File: src/design/sedd_pkg.sv
`timescale 1ns / 1ps

package sedd_pkg;

    localparam int RISE_COUNT = 3;
    localparam int RUN_W      = 3;
    localparam int MAX_SWEEP  = 65536;

    localparam int SAMPLE_W = 8;
    localparam int POS_W    = 16;
    localparam int SCALE_W  = 24;
    localparam int CFG_W    = 24;
    localparam int IDX_W    = 3;

    localparam logic [POS_W-1:0] LAST_POS = POS_W'(MAX_SWEEP - 1);

    localparam logic [IDX_W-1:0] CFG_THRESHOLD = 3'd0;
    localparam logic [IDX_W-1:0] CFG_SKIP      = 3'd1;
    localparam logic [IDX_W-1:0] CFG_SCALE     = 3'd2;
    localparam logic [IDX_W-1:0] CFG_DRAFT     = 3'd3;
    localparam logic [IDX_W-1:0] CFG_MISS_LIM  = 3'd4;

    localparam logic [SCALE_W-1:0] SCALE_RESET = 24'd49152;

    typedef struct packed {
        logic [7:0]         threshold_tens;
        logic [15:0]        skip_samples;
        logic [SCALE_W-1:0] cm_per_sample_q16;
        logic [15:0]        draft_cm;
        logic [15:0]        miss_limit;
    } t_cfg;

    typedef struct packed {
        logic        valid;
        logic        echo_found;
        logic [15:0] echo_offset;
        logic [15:0] miss_total;
    } t_report;

endpackage

File: src/design/sedd_in_if.sv
`timescale 1ns / 1ps

interface sedd_in_if;
    logic                              valid;
    logic                              ready;
    logic [sedd_pkg::SAMPLE_W-1:0]     sample;
    logic                              last_in_sweep;

    modport source (output valid, output sample, output last_in_sweep, input ready);
    modport sink   (input valid, input sample, input last_in_sweep, output ready);
endinterface

File: src/design/sedd_out_if.sv
`timescale 1ns / 1ps

interface sedd_out_if;
    logic        valid;
    logic        ready;
    logic        echo_found;
    logic [15:0] echo_offset;
    logic [15:0] depth_cm;
    logic [15:0] miss_total;

    modport source (output valid, output echo_found, output echo_offset, output depth_cm,
                    output miss_total, input ready);
    modport sink   (input valid, input echo_found, input echo_offset, input depth_cm,
                    input miss_total, output ready);
endinterface

File: src/design/sonar_echo_depth_detector_core.sv
`timescale 1ns / 1ps

// Sonar echo depth detector: takes one sample per cycle unless stalled and gives at most one
// result per sweep, registered first in the input register and then, through the phase
// tracker and depth multiplier, in the output register. The only stall is a result waiting
// in the output register, which holds the input register and, once that is full, drops
// input ready.
module sonar_echo_depth_detector_core (
    input  logic                          i_clk,
    input  logic                          i_rst_n,
    input  logic                          i_cfg_we,
    input  logic [sedd_pkg::IDX_W-1:0]    i_cfg_idx,
    input  logic [sedd_pkg::CFG_W-1:0]    i_cfg_data,
    sedd_in_if.sink                       i_in,
    sedd_out_if.source                    o_out
);

    sedd_pkg::t_cfg                    cfg;
    sedd_pkg::t_report                 rep;
    logic                              out_free;
    logic                              step;

    logic                              r_in_valid;
    logic [sedd_pkg::SAMPLE_W-1:0]     r_sample;
    logic                              r_last;

    assign step       = r_in_valid && out_free;
    assign i_in.ready = !r_in_valid || step;

    always_ff @(posedge i_clk) begin
        if (!i_rst_n) begin
            r_in_valid <= 1'b0;
        end else if (i_in.ready) begin
            r_in_valid <= i_in.valid;
        end
    end

    always_ff @(posedge i_clk) begin
        if (i_in.ready && i_in.valid) begin
            r_sample <= i_in.sample;
            r_last   <= i_in.last_in_sweep;
        end
    end

    sedd_cfg u_cfg (
        .i_clk      (i_clk),
        .i_rst_n    (i_rst_n),
        .i_cfg_we   (i_cfg_we),
        .i_cfg_idx  (i_cfg_idx),
        .i_cfg_data (i_cfg_data),
        .o_cfg      (cfg)
    );

    sedd_track u_track (
        .i_clk    (i_clk),
        .i_rst_n  (i_rst_n),
        .i_step   (step),
        .i_sample (r_sample),
        .i_last   (r_last),
        .i_cfg    (cfg),
        .o_rep    (rep)
    );

    sedd_depth u_depth (
        .i_clk   (i_clk),
        .i_rst_n (i_rst_n),
        .i_step  (step),
        .i_rep   (rep),
        .i_cfg   (cfg),
        .o_free  (out_free),
        .o_out   (o_out)
    );

    // A missed sweep carries neither an offset nor a depth.
    a_miss_zero: assert property (@(posedge i_clk) disable iff (!i_rst_n)
        (o_out.valid && !o_out.echo_found) |-> (o_out.echo_offset == '0 && o_out.depth_cm == '0))
        else $error("miss result with non-zero offset or depth");

    // With both stages full and the output stalled, no new transaction may be taken.
    a_full_stall: assert property (@(posedge i_clk) disable iff (!i_rst_n)
        (r_in_valid && o_out.valid && !o_out.ready) |-> !i_in.ready)
        else $error("input accepted while pipeline is blocked");

    // A stalled result leaves the tracker state untouched.
    a_no_step_on_stall: assert property (@(posedge i_clk) disable iff (!i_rst_n)
        (o_out.valid && !o_out.ready) |-> !step)
        else $error("sample processed while result is stalled");

    a_reset_empty: assert property (@(posedge i_clk)
        !i_rst_n |=> (!o_out.valid && !r_in_valid))
        else $error("pipeline not empty after reset");

endmodule

File: src/design/sedd_cfg.sv
`timescale 1ns / 1ps

module sedd_cfg (
    input  logic                          i_clk,
    input  logic                          i_rst_n,
    input  logic                          i_cfg_we,
    input  logic [sedd_pkg::IDX_W-1:0]    i_cfg_idx,
    input  logic [sedd_pkg::CFG_W-1:0]    i_cfg_data,
    output sedd_pkg::t_cfg                o_cfg
);

    sedd_pkg::t_cfg r_cfg;

    always_ff @(posedge i_clk) begin
        if (!i_rst_n) begin
            r_cfg.threshold_tens    <= '0;
            r_cfg.skip_samples      <= '0;
            r_cfg.cm_per_sample_q16 <= sedd_pkg::SCALE_RESET;
            r_cfg.draft_cm          <= '0;
            r_cfg.miss_limit        <= '0;
        end else if (i_cfg_we) begin
            case (i_cfg_idx)
                sedd_pkg::CFG_THRESHOLD: r_cfg.threshold_tens    <= i_cfg_data[7:0];
                sedd_pkg::CFG_SKIP:      r_cfg.skip_samples      <= i_cfg_data[15:0];
                sedd_pkg::CFG_SCALE:     r_cfg.cm_per_sample_q16 <= i_cfg_data;
                sedd_pkg::CFG_DRAFT:     r_cfg.draft_cm          <= i_cfg_data[15:0];
                sedd_pkg::CFG_MISS_LIM:  r_cfg.miss_limit        <= i_cfg_data[15:0];
                default: begin
                end
            endcase
        end
    end

    assign o_cfg = r_cfg;

endmodule

File: src/design/sedd_track.sv
`timescale 1ns / 1ps

module sedd_track (
    input  logic                             i_clk,
    input  logic                             i_rst_n,
    input  logic                             i_step,
    input  logic [sedd_pkg::SAMPLE_W-1:0]    i_sample,
    input  logic                             i_last,
    input  sedd_pkg::t_cfg                   i_cfg,
    output sedd_pkg::t_report                o_rep
);

    typedef enum logic [1:0] {
        PH_TX,
        PH_ECHO,
        PH_CONFIRMED
    } t_phase;

    t_phase                            r_phase, n_phase;
    logic [sedd_pkg::SAMPLE_W-1:0]     r_peak, n_peak;
    logic [sedd_pkg::RUN_W-1:0]        r_run, n_run;
    logic [sedd_pkg::POS_W-1:0]        r_pulse, n_pulse;
    logic                              r_pulse_valid, n_pulse_valid;
    logic [sedd_pkg::POS_W-1:0]        r_echo, n_echo;
    logic                              r_echo_valid, n_echo_valid;
    logic [sedd_pkg::POS_W-1:0]        r_pos, n_pos;
    logic [sedd_pkg::POS_W:0]          r_resume, n_resume;
    logic                              r_reported, n_reported;
    logic [15:0]                       r_miss, n_miss;

    logic [11:0]                       floor_level;
    logic [11:0]                       above;
    logic [sedd_pkg::SAMPLE_W-1:0]     level;
    logic [sedd_pkg::RUN_W-1:0]        run_inc;
    logic [15:0]                       miss_inc;
    logic                              end_sweep;
    sedd_pkg::t_report                 rep;

    always_comb begin
        floor_level = {1'b0, i_cfg.threshold_tens, 3'b000}
                    + {3'b000, i_cfg.threshold_tens, 1'b0};
        above       = {4'b0000, i_sample} - floor_level;
        level       = above[7:0];
        run_inc     = r_run + 1'b1;
        miss_inc    = r_miss + 1'b1;
        end_sweep   = i_last || (r_pos >= sedd_pkg::LAST_POS);

        n_phase       = r_phase;
        n_peak        = r_peak;
        n_run         = r_run;
        n_pulse       = r_pulse;
        n_pulse_valid = r_pulse_valid;
        n_echo        = r_echo;
        n_echo_valid  = r_echo_valid;
        n_pos         = r_pos;
        n_resume      = r_resume;
        n_reported    = r_reported;
        n_miss        = r_miss;
        rep           = '0;

        if (!r_reported && ({4'b0000, i_sample} >= floor_level)) begin
            case (r_phase)
                PH_TX: begin
                    if (level > r_peak) begin
                        n_peak = level;
                        if (!r_pulse_valid) begin
                            n_pulse       = r_pos;
                            n_pulse_valid = 1'b1;
                        end
                        n_run = run_inc;
                        if (run_inc >= sedd_pkg::RUN_W'(sedd_pkg::RISE_COUNT)) begin
                            n_resume     = {1'b0, n_pulse} + {1'b0, i_cfg.skip_samples}
                                         + 17'd1;
                            n_peak       = '0;
                            n_run        = '0;
                            n_echo       = '0;
                            n_echo_valid = 1'b0;
                            n_phase      = PH_ECHO;
                        end
                    end else begin
                        n_run         = '0;
                        n_peak        = '0;
                        n_pulse       = '0;
                        n_pulse_valid = 1'b0;
                    end
                end
                PH_ECHO: begin
                    // Samples inside the skip window leave the run untouched.
                    if ({1'b0, r_pos} >= r_resume) begin
                        if (level > r_peak) begin
                            n_peak = level;
                            if (!r_echo_valid) begin
                                n_echo       = r_pos;
                                n_echo_valid = 1'b1;
                            end
                            n_run = run_inc;
                            if (run_inc >= sedd_pkg::RUN_W'(sedd_pkg::RISE_COUNT)) begin
                                n_phase = PH_CONFIRMED;
                            end
                        end else begin
                            n_run        = '0;
                            n_peak       = '0;
                            n_echo       = '0;
                            n_echo_valid = 1'b0;
                        end
                    end
                end
                PH_CONFIRMED: begin
                    rep.valid       = 1'b1;
                    rep.echo_found  = 1'b1;
                    rep.echo_offset = r_echo - r_pulse;
                    rep.miss_total  = r_miss;
                    n_reported      = 1'b1;
                end
                default: begin
                end
            endcase
        end

        if (end_sweep) begin
            if (!n_reported) begin
                n_miss         = (miss_inc == i_cfg.miss_limit) ? 16'd0 : miss_inc;
                rep.valid      = 1'b1;
                rep.echo_found = 1'b0;
                rep.echo_offset = '0;
                rep.miss_total = n_miss;
            end
            n_phase       = PH_TX;
            n_peak        = '0;
            n_run         = '0;
            n_pulse       = '0;
            n_pulse_valid = 1'b0;
            n_echo        = '0;
            n_echo_valid  = 1'b0;
            n_pos         = '0;
            n_resume      = '0;
            n_reported    = 1'b0;
        end else begin
            n_pos = r_pos + 1'b1;
        end
    end

    always_ff @(posedge i_clk) begin
        if (!i_rst_n) begin
            r_phase       <= PH_TX;
            r_peak        <= '0;
            r_run         <= '0;
            r_pulse       <= '0;
            r_pulse_valid <= 1'b0;
            r_echo        <= '0;
            r_echo_valid  <= 1'b0;
            r_pos         <= '0;
            r_resume      <= '0;
            r_reported    <= 1'b0;
            r_miss        <= '0;
        end else if (i_step) begin
            r_phase       <= n_phase;
            r_peak        <= n_peak;
            r_run         <= n_run;
            r_pulse       <= n_pulse;
            r_pulse_valid <= n_pulse_valid;
            r_echo        <= n_echo;
            r_echo_valid  <= n_echo_valid;
            r_pos         <= n_pos;
            r_resume      <= n_resume;
            r_reported    <= n_reported;
            r_miss        <= n_miss;
        end
    end

    assign o_rep = rep;

endmodule

File: src/design/sedd_depth.sv
`timescale 1ns / 1ps

module sedd_depth (
    input  logic                 i_clk,
    input  logic                 i_rst_n,
    input  logic                 i_step,
    input  sedd_pkg::t_report    i_rep,
    input  sedd_pkg::t_cfg       i_cfg,
    output logic                 o_free,
    sedd_out_if.source           o_out
);

    logic [15+sedd_pkg::SCALE_W:0] product;
    logic [sedd_pkg::SCALE_W:0]    sum;
    logic [15:0]                   depth;

    logic        r_valid;
    logic        r_found;
    logic [15:0] r_offset;
    logic [15:0] r_depth;
    logic [15:0] r_miss;

    always_comb begin
        product = 40'(i_rep.echo_offset) * 40'(i_cfg.cm_per_sample_q16);
        sum     = {1'b0, product[39:16]} + 25'(i_cfg.draft_cm);
        if (!i_rep.echo_found) begin
            depth = '0;
        end else if (sum[24:16] != '0) begin
            depth = 16'hFFFF;
        end else begin
            depth = sum[15:0];
        end
    end

    assign o_free = !r_valid || o_out.ready;

    always_ff @(posedge i_clk) begin
        if (!i_rst_n) begin
            r_valid <= 1'b0;
        end else if (o_free) begin
            r_valid <= i_step && i_rep.valid;
        end
    end

    always_ff @(posedge i_clk) begin
        if (o_free && i_step && i_rep.valid) begin
            r_found  <= i_rep.echo_found;
            r_offset <= i_rep.echo_offset;
            r_depth  <= depth;
            r_miss   <= i_rep.miss_total;
        end
    end

    assign o_out.valid       = r_valid;
    assign o_out.echo_found  = r_found;
    assign o_out.echo_offset = r_offset;
    assign o_out.depth_cm    = r_depth;
    assign o_out.miss_total  = r_miss;

endmodule

File: src/flat_wrapper.sv
// flat-port wrapper written by rule: the top's interface ports become plain ports
module sonar_echo_depth_detector_core_flat 
  (i_clk, i_rst_n, i_cfg_we, i_cfg_idx, i_cfg_data, i_in_valid, i_in_sample, i_in_last_in_sweep, i_in_ready, o_out_valid, o_out_echo_found, o_out_echo_offset, o_out_depth_cm, o_out_miss_total, o_out_ready);
  sedd_in_if i_in_i ();
  sedd_out_if o_out_i ();
  input  logic i_clk;
  input  logic i_rst_n;
  input  logic i_cfg_we;
  input  logic [sedd_pkg::IDX_W-1:0] i_cfg_idx;
  input  logic [sedd_pkg::CFG_W-1:0] i_cfg_data;
  input wire logic [$bits(i_in_i.valid)-1:0] i_in_valid;
  input wire logic [$bits(i_in_i.sample)-1:0] i_in_sample;
  input wire logic [$bits(i_in_i.last_in_sweep)-1:0] i_in_last_in_sweep;
  output wire logic [$bits(i_in_i.ready)-1:0] i_in_ready;
  output wire logic [$bits(o_out_i.valid)-1:0] o_out_valid;
  output wire logic [$bits(o_out_i.echo_found)-1:0] o_out_echo_found;
  output wire logic [$bits(o_out_i.echo_offset)-1:0] o_out_echo_offset;
  output wire logic [$bits(o_out_i.depth_cm)-1:0] o_out_depth_cm;
  output wire logic [$bits(o_out_i.miss_total)-1:0] o_out_miss_total;
  input wire logic [$bits(o_out_i.ready)-1:0] o_out_ready;
  assign i_in_i.valid = i_in_valid;
  assign i_in_i.sample = i_in_sample;
  assign i_in_i.last_in_sweep = i_in_last_in_sweep;
  assign i_in_ready = i_in_i.ready;
  assign o_out_valid = o_out_i.valid;
  assign o_out_echo_found = o_out_i.echo_found;
  assign o_out_echo_offset = o_out_i.echo_offset;
  assign o_out_depth_cm = o_out_i.depth_cm;
  assign o_out_miss_total = o_out_i.miss_total;
  assign o_out_i.ready = o_out_ready;
  sonar_echo_depth_detector_core u_core (.i_clk(i_clk), .i_rst_n(i_rst_n), .i_cfg_we(i_cfg_we), .i_cfg_idx(i_cfg_idx), .i_cfg_data(i_cfg_data), .i_in(i_in_i), .o_out(o_out_i));
endmodule
File: config.mk
export PLATFORM = sky130hd
export DESIGN_NAME = sonar_echo_depth_detector_core_flat
export DESIGN_NICKNAME = d
export VERILOG_FILES = /design/src/design/sedd_pkg.sv /design/src/design/sedd_in_if.sv /design/src/design/sedd_out_if.sv /design/src/design/sonar_echo_depth_detector_core.sv /design/src/design/sedd_cfg.sv /design/src/design/sedd_track.sv /design/src/design/sedd_depth.sv /design/src/flat_wrapper.sv
export SDC_FILE = /design/constraint.sdc
export NUM_CORES = 1
export LEC_CHECK = 0
export BUFFER_PORTS_ARGS = -buffer_cell sky130_fd_sc_hd__buf_4
export CORE_MARGIN = 2
export CORE_UTILIZATION = 50
export CTS_CLUSTER_DIAMETER = 30
export DETAILED_ROUTE_END_ITERATION = 6
export MAX_ROUTING_LAYER = met4
export PLACE_DENSITY = 0.67
export SETUP_SLACK_MARGIN = 0.05
export SLEW_MARGIN = 20
export SYNTH_ARGS = -nofsm -noshare
export SYNTH_HDL_FRONTEND = slang
export SYNTH_SLANG_ARGS = --single-unit
File: constraint.sdc
create_clock -name i_clk -period 21.4 [get_ports i_clk]
set_input_delay 3.21 -clock i_clk [delete_from_list [all_inputs] [get_ports i_clk]]
set_output_delay 3.21 -clock i_clk [all_outputs]
set_load 0.1 [all_outputs]
* Word-level counts from Yosys, hierarchy flattened *
Cells that the tools add are included.

word-level totals
  bits in registers = 237
  logic and storage cells = 148
  output and inout port bits = 51
  input bits = 41

cells by class
  muxes and demuxes = 63
  eq/ne operators = 13
  bitwise logic cells = 1
  $lt $le $gt $ge = 5
  $mul = 1
  add/subtract/negate cells = 9
  reduce and logical (&&, ||, !) cells = 32

operators with widths
  operator                                        number
  two-way mux 16 bit                              18
  two-way mux 34 bit                              4
  two-way mux 17 bit                              5
  two-way mux 8 bit                               6
  multiplier 16 x 24 -> 40 bit                    1
  adder 16 x 1 -> 16 bit (second input constant)  2
  one-hot mux 16 bit (2 select lines)             1
  adder 24 x 16 -> 25 bit                         1
  two-way mux 3 bit                               6
  adder 16 x 16 -> 17 bit                         1
  adder 17 x 1 -> 17 bit (second input constant)  1
  >= comparator 16 x 17 -> 1 bit                  1
  == test 16 bit                                  1
  >= comparator 16 bit (second input constant)    1
  one-hot mux 8 bit (2 select lines)              1
  subtractor 16 bit                               1
  inequality test 3 bit (second input constant)   5
  two-way mux 2 bit                               7
  adder 11 x 9 -> 12 bit                          1
  >= comparator 8 x 12 -> 1 bit                   1
  two-way mux 1 bit                               12
  AND reduction 2 bit                             5
  nonzero test 9 bit                              1
  > comparator 8 bit                              1
  26 further kinds                                40

* Longest topological paths before layout *
Gate-level depths: netlist of the first run.

  depth in word-level cells = 13
  gate-level depth with buffers = 49
  gate-level depth less buffers = 46

* Modules after synthesis *
Synthesis of the first run repeated with hierarchy kept, for this count alone.

unflattened totals
  cell total of the unflattened synthesis = 2952
  area, all modules = 26346.5 um^2

modules (own cells, without submodules)
  module                          cells an instance  times used  area each (um^2)
  sedd_depth                      1666               1           15235.9
  sedd_track                      978                1           7787.5
  sedd_cfg                        293                1           2987.9
  sonar_echo_depth_detector_core  15                 1           335.3

* Worst setup path before layout of the first run *
No wires, ideal clock.

  kind = register to register
  start = reg u_core.u_cfg.r_cfg, in the netlist u_core.u_cfg.o_cfg[73]
  end = reg u_core.u_depth.r_depth[10] (netlist: u_core.u_depth.o_out.depth_cm[10]), data pin
  arrival = 10.776 ns
  setup time = 0.272 ns
  period minus slack after synthesis = 11.048 ns
  stages on the path, launching flop included = 46
  slack = 10.352 ns
  path buffers = 3
  required time = 21.128 ns
  cell sequence = dfxtp_1 ha_1 a21o_1 a21oi_1 xnor2_1 ha_1 and4b_1 o31ai_1 a32oi_1 nand3_2 nor2_1 nand2_1 clkbuf_1 nor3_1 clkbuf_1 nand2_1 fa_1 inv_1 [... 10 more ...] a21o_1 a21o_1 a21oi_1 nand2_1 xor2_1 fa_1 a21o_1 a211oi_1 nor2_1 o41ai_1 o21ai_0 a21o_1 a21oi_1 o21ai_0 or2_2 a2111oi_4 buf_6 a31oi_1

on the way
  word-level cells in the longest chain between the ends = 10

ends and longest elaborated chain
  element                                                  RTL line           RTL
  from (decl)                                              sedd_cfg.sv:12     sedd_pkg::t_cfg r_cfg;
  adder 11 x 9 -> 12 bit (*)                               sedd_track.sv:41   + {3'b000, i_cfg.threshold_tens, 1'b0};
  >= comparator 8 x 12 -> 1 bit (*)                        sedd_track.sv:61   if (!r_reported && ({4'b0000, i_sample} >= floor_level)) begin
  logical AND 1 bit (*)                                    sedd_track.sv:61
  two-way mux 34 bit or two-way mux 1 bit (tied branches)  sedd_track.sv:61
  two-way mux 34 bit                                       sedd_track.sv:121  if (!n_reported) begin
  two-way mux 34 bit (*)                                   sedd_track.sv:120  if (end_sweep) begin
  multiplier 16 x 24 -> 40 bit                             sedd_depth.sv:24   product = 40'(i_rep.echo_offset) * 40'(i_cfg.cm_per_sample_q16);
  adder 24 x 16 -> 25 bit                                  sedd_depth.sv:25   sum = {1'b0, product[39:16]} + 25'(i_cfg.draft_cm);
  nonzero test 9 bit                                       sedd_depth.sv:28   end else if (sum[24:16] != '0) begin
  two-way mux 16 bit                                       sedd_depth.sv:28
  to (signal assigned)                                     sedd_depth.sv:49   r_depth <= depth;
  to (decl)                                                sedd_depth.sv:20   logic [15:0] r_depth;

Every way passes the cells marked *; elsewhere a longest branch is shown, timed or not.
A chain may end at the register's enable or synchronous reset.

* Worst setup path in the final report of the first run *
  start = reg u_core.u_cfg.r_cfg, in the netlist u_core.u_cfg.o_cfg[73]
  end = reg u_core.u_depth.r_depth[12] (netlist: u_core.u_depth.o_out.depth_cm[12]), data pin

Same word-level chain as after synthesis.

==> results of run 1 <==
## power by group through the flow
stage	clock network [mW]	logic, mW	registers, mW
after floorplan	0	0.0504	0.497
after global placement	0	0.0947	0.486
after detailed placement	0	0.0969	0.486
after CTS	0.906	0.0974	0.478
after global routing	0.931	0.105	0.479
final	0.896	0.0980	0.479
## kinds of logic after synthesis
kind of cell             after synthesis  share of synthesized area, %
AND/OR/NAND/NOR                     1021                          19.1
buffers and inverters                575                          8.80
adder cells (fa/ha/maj)              508                          34.6
AO/OA/AOI/OAI                        465                          11.5
flip-flops                           237                          21.2
XOR/XNOR                             115                          4.02
multiplexers                          16                         0.708
## per-layer routing
| layer | vias up | global-route usage, % | part of all wire [%] |
|---|---|---|---|
| met4 | 0 | 11.3 | 4.1 |
| met5 | - | - | 0 |
| met3 | 188 | 4.90 | 7.0 |
| met1 | 9981 | 35.3 | 41 |
| met2 | 742 | 47.0 | 48 |
| li1 | 9536 | - | - |
## sequential cells by signal, summed over array words and instances, names as in the netlist, 16 cells and up
signal	count
u_core.u_depth.o_out.echo_offset	16
u_core.u_depth.o_out.miss_total	16
u_core.u_track.r_miss	16
u_core.u_cfg.o_cfg	80
u_core.u_track.r_pos	16
u_core.u_track.r_pulse	16
u_core.u_depth.o_out.depth_cm	16
u_core.u_track.r_echo	16
u_core.u_track.r_resume	17
## placed cells by master (no fill, tap or decap), drive strengths merged, types with 6 or more instances in the layout
cell,instances
nand4,24
o31ai,13
and2,146
clkbuf,77
fa,310
nand2b,14
or3,16
a41o,11
dfxtp,179
buf,123
and4,6
o21a,12
o21ai,80
a22o,16
a31oi,20
o21bai,10
a21boi,6
and3,18
xor2,50
nor2b,34
mux2,14
a211o,6
a21o,39
a21oi,207
a211oi,6
edfxtp,58
clkinv,11
nor2,124
nor3,37
nand2,517
inv,434
nand3,49
ha,198
xnor2,65
or2,7
## stage by stage
step | cells | utilization, % | hold slack [ps] | setup slack (ps)
3_5_place_dp | 3581 | 52.7 | 447 | 8810
6_report | 3688 | 56.8 | 451 | 8600
3_3_place_gp | 3581 | 52.7 | 440 | 9160
4_1_cts | 3688 | 56.8 | 454 | 8760
5_1_grt | 3688 | 56.8 | 463 | 7680
2_1_floorplan | 2937 | - | 432 | 10350
## area by class of cell
type | count | area share [%]
clock inverters | 30 | 1.28
repair buffers | 123 | 3.26
clock buffers | 77 | 5.88
flip-flops and latches | 237 | 18.8
multi-input cells | 2125 | 62.2
well taps | 672 | 2.97
inverters | 424 | 5.63
## how the worst min path moves through the flow
stage | startpoint | endpoint
final | u_core.u_track.r_resume[6] | u_core.u_track.r_resume[6]
after global routing | u_core.u_track.r_resume[4] | u_core.u_track.r_resume[4]
after CTS | u_core.u_track.r_resume[7] | u_core.u_track.r_resume[7]
after detailed placement | u_core.u_track.r_resume[4] | u_core.u_track.r_resume[4]
after global placement | u_core.u_track.r_resume[5] | u_core.u_track.r_resume[5]
after floorplan | u_core.u_track.r_resume[10] | u_core.u_track.r_resume[10]
## critical path, delay by kind of cell, from the launching register on
family / cells / cell delay, ps
AOI/OAI and AO/OA: 15 / 4280
DFF: 1 / 410
buffers and inverters: 4 / 480
adders and majority gates: 10 / 4490
and+or+nand+nor: 10 / 2530
xor gates and xnor gates: 2 / 280
==> flow_summary.toml, run 1 <==
[timing]
finalMaxSlewViolations = 0
hold_violations = 0
slew_headroom_pct = 31.1
fin_tns_setup_ps = 0
period_minus_slack_ps = 12800
post-route-period-util_pct = 59.8
worstMarginPinSlew_ps = 1030
finalSetupViolCount = 0
skew_ps = 30.3
rsz0062_at_grt = "false"
fmaxAchievable_ghz = 0.0781

[synth]
synth_top_area_share_pct = 24.7
syn_nets = 3486
synth_area_um2 = 25100
synth_cell_types = 78
netlist_top_cells_area = "fa_1, dfxtp_1, ha_1, nand2_1, edfxtp_1"
ys_seq_area_share_pct = 21.2
ys.flop_type = "dfxtp_1"
synth_edf_count = 58
synth_cells = 2937
yosysTopAreaCell = "fa_1"
synth_common_cells = "nand2_1, inv_1, fa_1, a21oi_1, ha_1"
synth-seq-cells = 237
synth-warning-count = 0
synthArstFlopShare_pct = 0
avgSynthCellArea_um2 = 8.54
synth_most_common_cell = "nand2_1"

[cells_and_area]
multi_input_comb_area_um2 = 17600
stdcell_area_um2 = 28300
fill_cells = 4485
layout-drive-gt1-share_pct = 9.02
n_antenna_cell = 0
syn_to_final_growth_pct = 12.9
fin_nets = 3518
seqCellArea_um2 = 5330

[route]
detail-route-antenna-nets = 0
wire_per_inst_um = 19.0
drt-pass1-iter-count = 5
vias_per_cell = 5.54
wl_um = 70200
drt-initial-drc-count = 1525
drc_errors = 0
vias = 20447

[worst_setup_path]
end_kind = "flop"
worstPathArrival_ps = 13100
critPathKind = "flop to flop"
worst-r2r-setup-slack_ps = 8600
startpoint_type = "flop"
cp_common_cell = "fa_1"
cp-startpoint = "u_core.u_cfg.o_cfg[73]"
r2r-start = "u_core.u_cfg.o_cfg[73]"
r2r-end = "u_core.u_depth.o_out.depth_cm[12]"
ff2ff_path_depth = 41
cp_slowest_cell = "a2111oi_4"
cp_max_fo = 16
required_ps = 21700
max_stage_delay_ps = 790
critical_path.endpoint = "u_core.u_depth.o_out.depth_cm[12]"

[clock_network]
clk_pin_slew_ps = 50
htreeDepth = 2
cts_buffers = 58
cts_tree = "built"
cts_resized = 0
cts_sinks = 237
cts_setup_buffers = 0
clock_path_buffers = 3
cts_hold_buf = 0
clock_latency_ps = 620
root_buffer = "clkbuf_16"

[hold_path]
whs_path_depth = 2
hold_path.class = "flop to flop"

[global_routing]
grt_pass1_wl_um = 115000
grt_pass1_vias = 21566
grt-ovfl-total = 0
antenna_found_initial = 1
grtUsageTotal_pct = 28.7
grt_max_degree = 86

[power_and_ir_drop]
total_power_mw = 1.47
vdd_ir_drop_max_uv = 63.5
internal_power_mw = 1.09
pwr-share-seq_pct = 32.5
power.share.clock_pct = 60.8
p_leak_nw = 12.4
power_density_nw_per_um2 = 52.0
power_switching_mw = 0.378
p_comb_share_pct = 6.7
p_sw_share_pct = 25.7

[place]
postPlaceCellArea_um2 = 26300
dp_hpwl_um = 53100
io_buffers = 91
gp_congestion = 0.929

[floorplanning]
die_x_um = 228
start_util_pct = 50.3
die_area_um2 = 52000
core_um2 = 49900
io_pins = 92
placement_rows = 82
fp.dieH_um = 228

[job]
drv_cap = 0

[run_status]
status = "finished clean"
Power figures use the tool's default switching activity.
==> run 2, diff against run 1 <==
- PLACE_DENSITY: 0.67 -> 0.69
- clock period: 21.4 -> 11.28 ns (I/O delays scaled with it)
==> run 2 against run 1 <==
Against the previous run: first-iteration DRC count grew 1.4%; core utilization grew 2.3 points; combinational power grew 93%; sequential share of layout area shrank 0.72 points; largest cell class unchanged; hold slack lost 2.3 ps; final cell count grew 1.7%; highest routed layer unchanged; maximum frequency grew 18%; clock power grew 100%; critical path depth grew 3; global-route usage grew 0.12 points.
==> flow_summary.toml, run 2 (same netlist as run 1, synthesis figures left out) <==
[global_routing]
grtUsageTotal_pct = 28.8
grt-ovfl-total = 0
grt_pass1_vias = 21711
grt_max_degree = 89
grt_pass1_wl_um = 116000
antenna_found_initial = 0

[run_status]
status = "finished clean"

[floorplanning]
start_util_pct = 50.3
die_area_um2 = 52000
fp.dieH_um = 228
core_um2 = 49900
io_pins = 92
die_x_um = 228
placement_rows = 82

[timing]
fin_tns_setup_ps = 0
worstMarginPinSlew_ps = 1070
slew_headroom_pct = 28.4
hold_violations = 0
fmaxAchievable_ghz = 0.0921
finalSetupViolCount = 0
skew_ps = 74.8
post-route-period-util_pct = 96.2
finalMaxSlewViolations = 0
period_minus_slack_ps = 10860

[worst_setup_path]
cp_max_fo = 7
r2r-end = "u_core.u_depth.o_out.depth_cm[7]"
critical_path.endpoint = "u_core.u_depth.o_out.depth_cm[7]"
max_stage_delay_ps = 580
worstPathArrival_ps = 11160
cp-startpoint = "u_core.u_cfg.o_cfg[72]"
r2r-start = "u_core.u_cfg.o_cfg[72]"
startpoint_type = "flop"
required_ps = 11580
end_kind = "flop"
cp_common_cell = "fa_1"
cp_slowest_cell = "fa_1"
ff2ff_path_depth = 44
critPathKind = "flop to flop"
worst-r2r-setup-slack_ps = 420

[cells_and_area]
fin_util_pct = 59.0
final_cell_mix = "nand2_1, inv_1, fa_1, a21oi_1, ha_1"
layout-drive-gt1-share_pct = 12.5
largest_register_ffs = 80
layout_commonest_cell = "nand2_1"
n_antenna_cell = 0
stdcell_count = 3749
syn_to_final_growth_pct = 17.4
fin_nets = 3577

[clock_network]
clk_pin_slew_ps = 50
htreeDepth = 2
clock_latency_ps = 630
root_buffer = "clkbuf_16"
cts_hold_buf = 0
cts_sinks = 237
cts_buffers = 59
clock_path_buffers = 3
cts_tree = "built"

[power_and_ir_drop]
vdd_ir_drop_max_uv = 125
p_leak_nw = 12.9
total_power_mw = 2.90
power_density_nw_per_um2 = 98.5

[route]
drt-initial-drc-count = 1546
detail-route-antenna-nets = 0
vias_per_cell = 5.59
drc_errors = 0
wl_um = 72900
wire_per_inst_um = 19.4
drt-pass1-iter-count = 6
vias = 20953

[place]
io_buffers = 91
dp_hpwl_um = 54300
placed_cells = 3620
gp_congestion = 0.942

[job]
drv_cap = 0

[hold_path]
hold_path.class = "flop to flop"
[run 2: worst max-delay path, delay by kind of cell, from the launching register on]
family / cells / cell delay (ps)
fa+ha+maj: 11 / 4680
buf+inv: 6 / 970
flops: 1 / 350
compound gates: 16 / 2990
simple gates: 9 / 1210
xor+xnor: 2 / 290
[run 2: per-layer routing]
metal / track usage (%) / vias to the layer above / part of all wire (%)
met2: 48.2 / 813 / 48
met5: - / - / 0
met3: 4.25 / 190 / 6.8
met1: 35.4 / 10319 / 41
li1: - / 9631 / -
met4: 10.6 / 0 / 4.1
[run 2: layout make-up]
| cell class | instances | area (um^2) |
|---|---|---|
| fill | 4362 | 20400 |
| sequential | 237 | 5330 |
| timing repair buffer | 181 | 1540 |
| inverter | 424 | 1590 |
| tap | 672 | 841 |
| clock inverter | 29 | 424 |
| clock buffer | 81 | 1760 |
| multi-input combinational | 2125 | 18000 |
[run 2: power by group]
part           total [mW]  leakage [nW]  switching [mW]  internal, mW
clock                1.80          1.05           0.556          1.25
combinational       0.189          9.82           0.132        0.0568
sequential          0.910          1.99          0.0219         0.888
[run 2: per-stage QoR]
step	instance area (um^2)	hold WS, ps	setup WS (ps)
floorplan	25100	432	232
global placement	26600	438	242
detailed placement	26600	445	0.957
CTS	28800	451	62.4
global route	29400	472	-90.6
finish	29400	449	425
[run 2: worst min path at each step]
stage | from | end | slack, ps | cells past startpoint
final | u_core.u_track.r_resume[8] | u_core.u_track.r_resume[8] | 450 | 2
after CTS | u_core.u_track.r_resume[8] | u_core.u_track.r_resume[8] | 450 | 2
after detailed placement | u_core.u_track.r_resume[8] | u_core.u_track.r_resume[8] | 440 | 2
after global routing | u_core.u_track.r_resume[8] | u_core.u_track.r_resume[8] | 470 | 2
after floorplan | u_core.u_track.r_resume[10] | u_core.u_track.r_resume[10] | 430 | 2
after global placement | u_core.u_track.r_resume[6] | u_core.u_track.r_resume[6] | 440 | 2
[run 2: what timing repair did]
item                                    in CTS  in global routing
pin swaps                                    0                 28
endpoints found under the setup margin      16                 16
setup buffers                                0                 13
gates cloned                                 0                  6
gates resized for setup                      7                 92
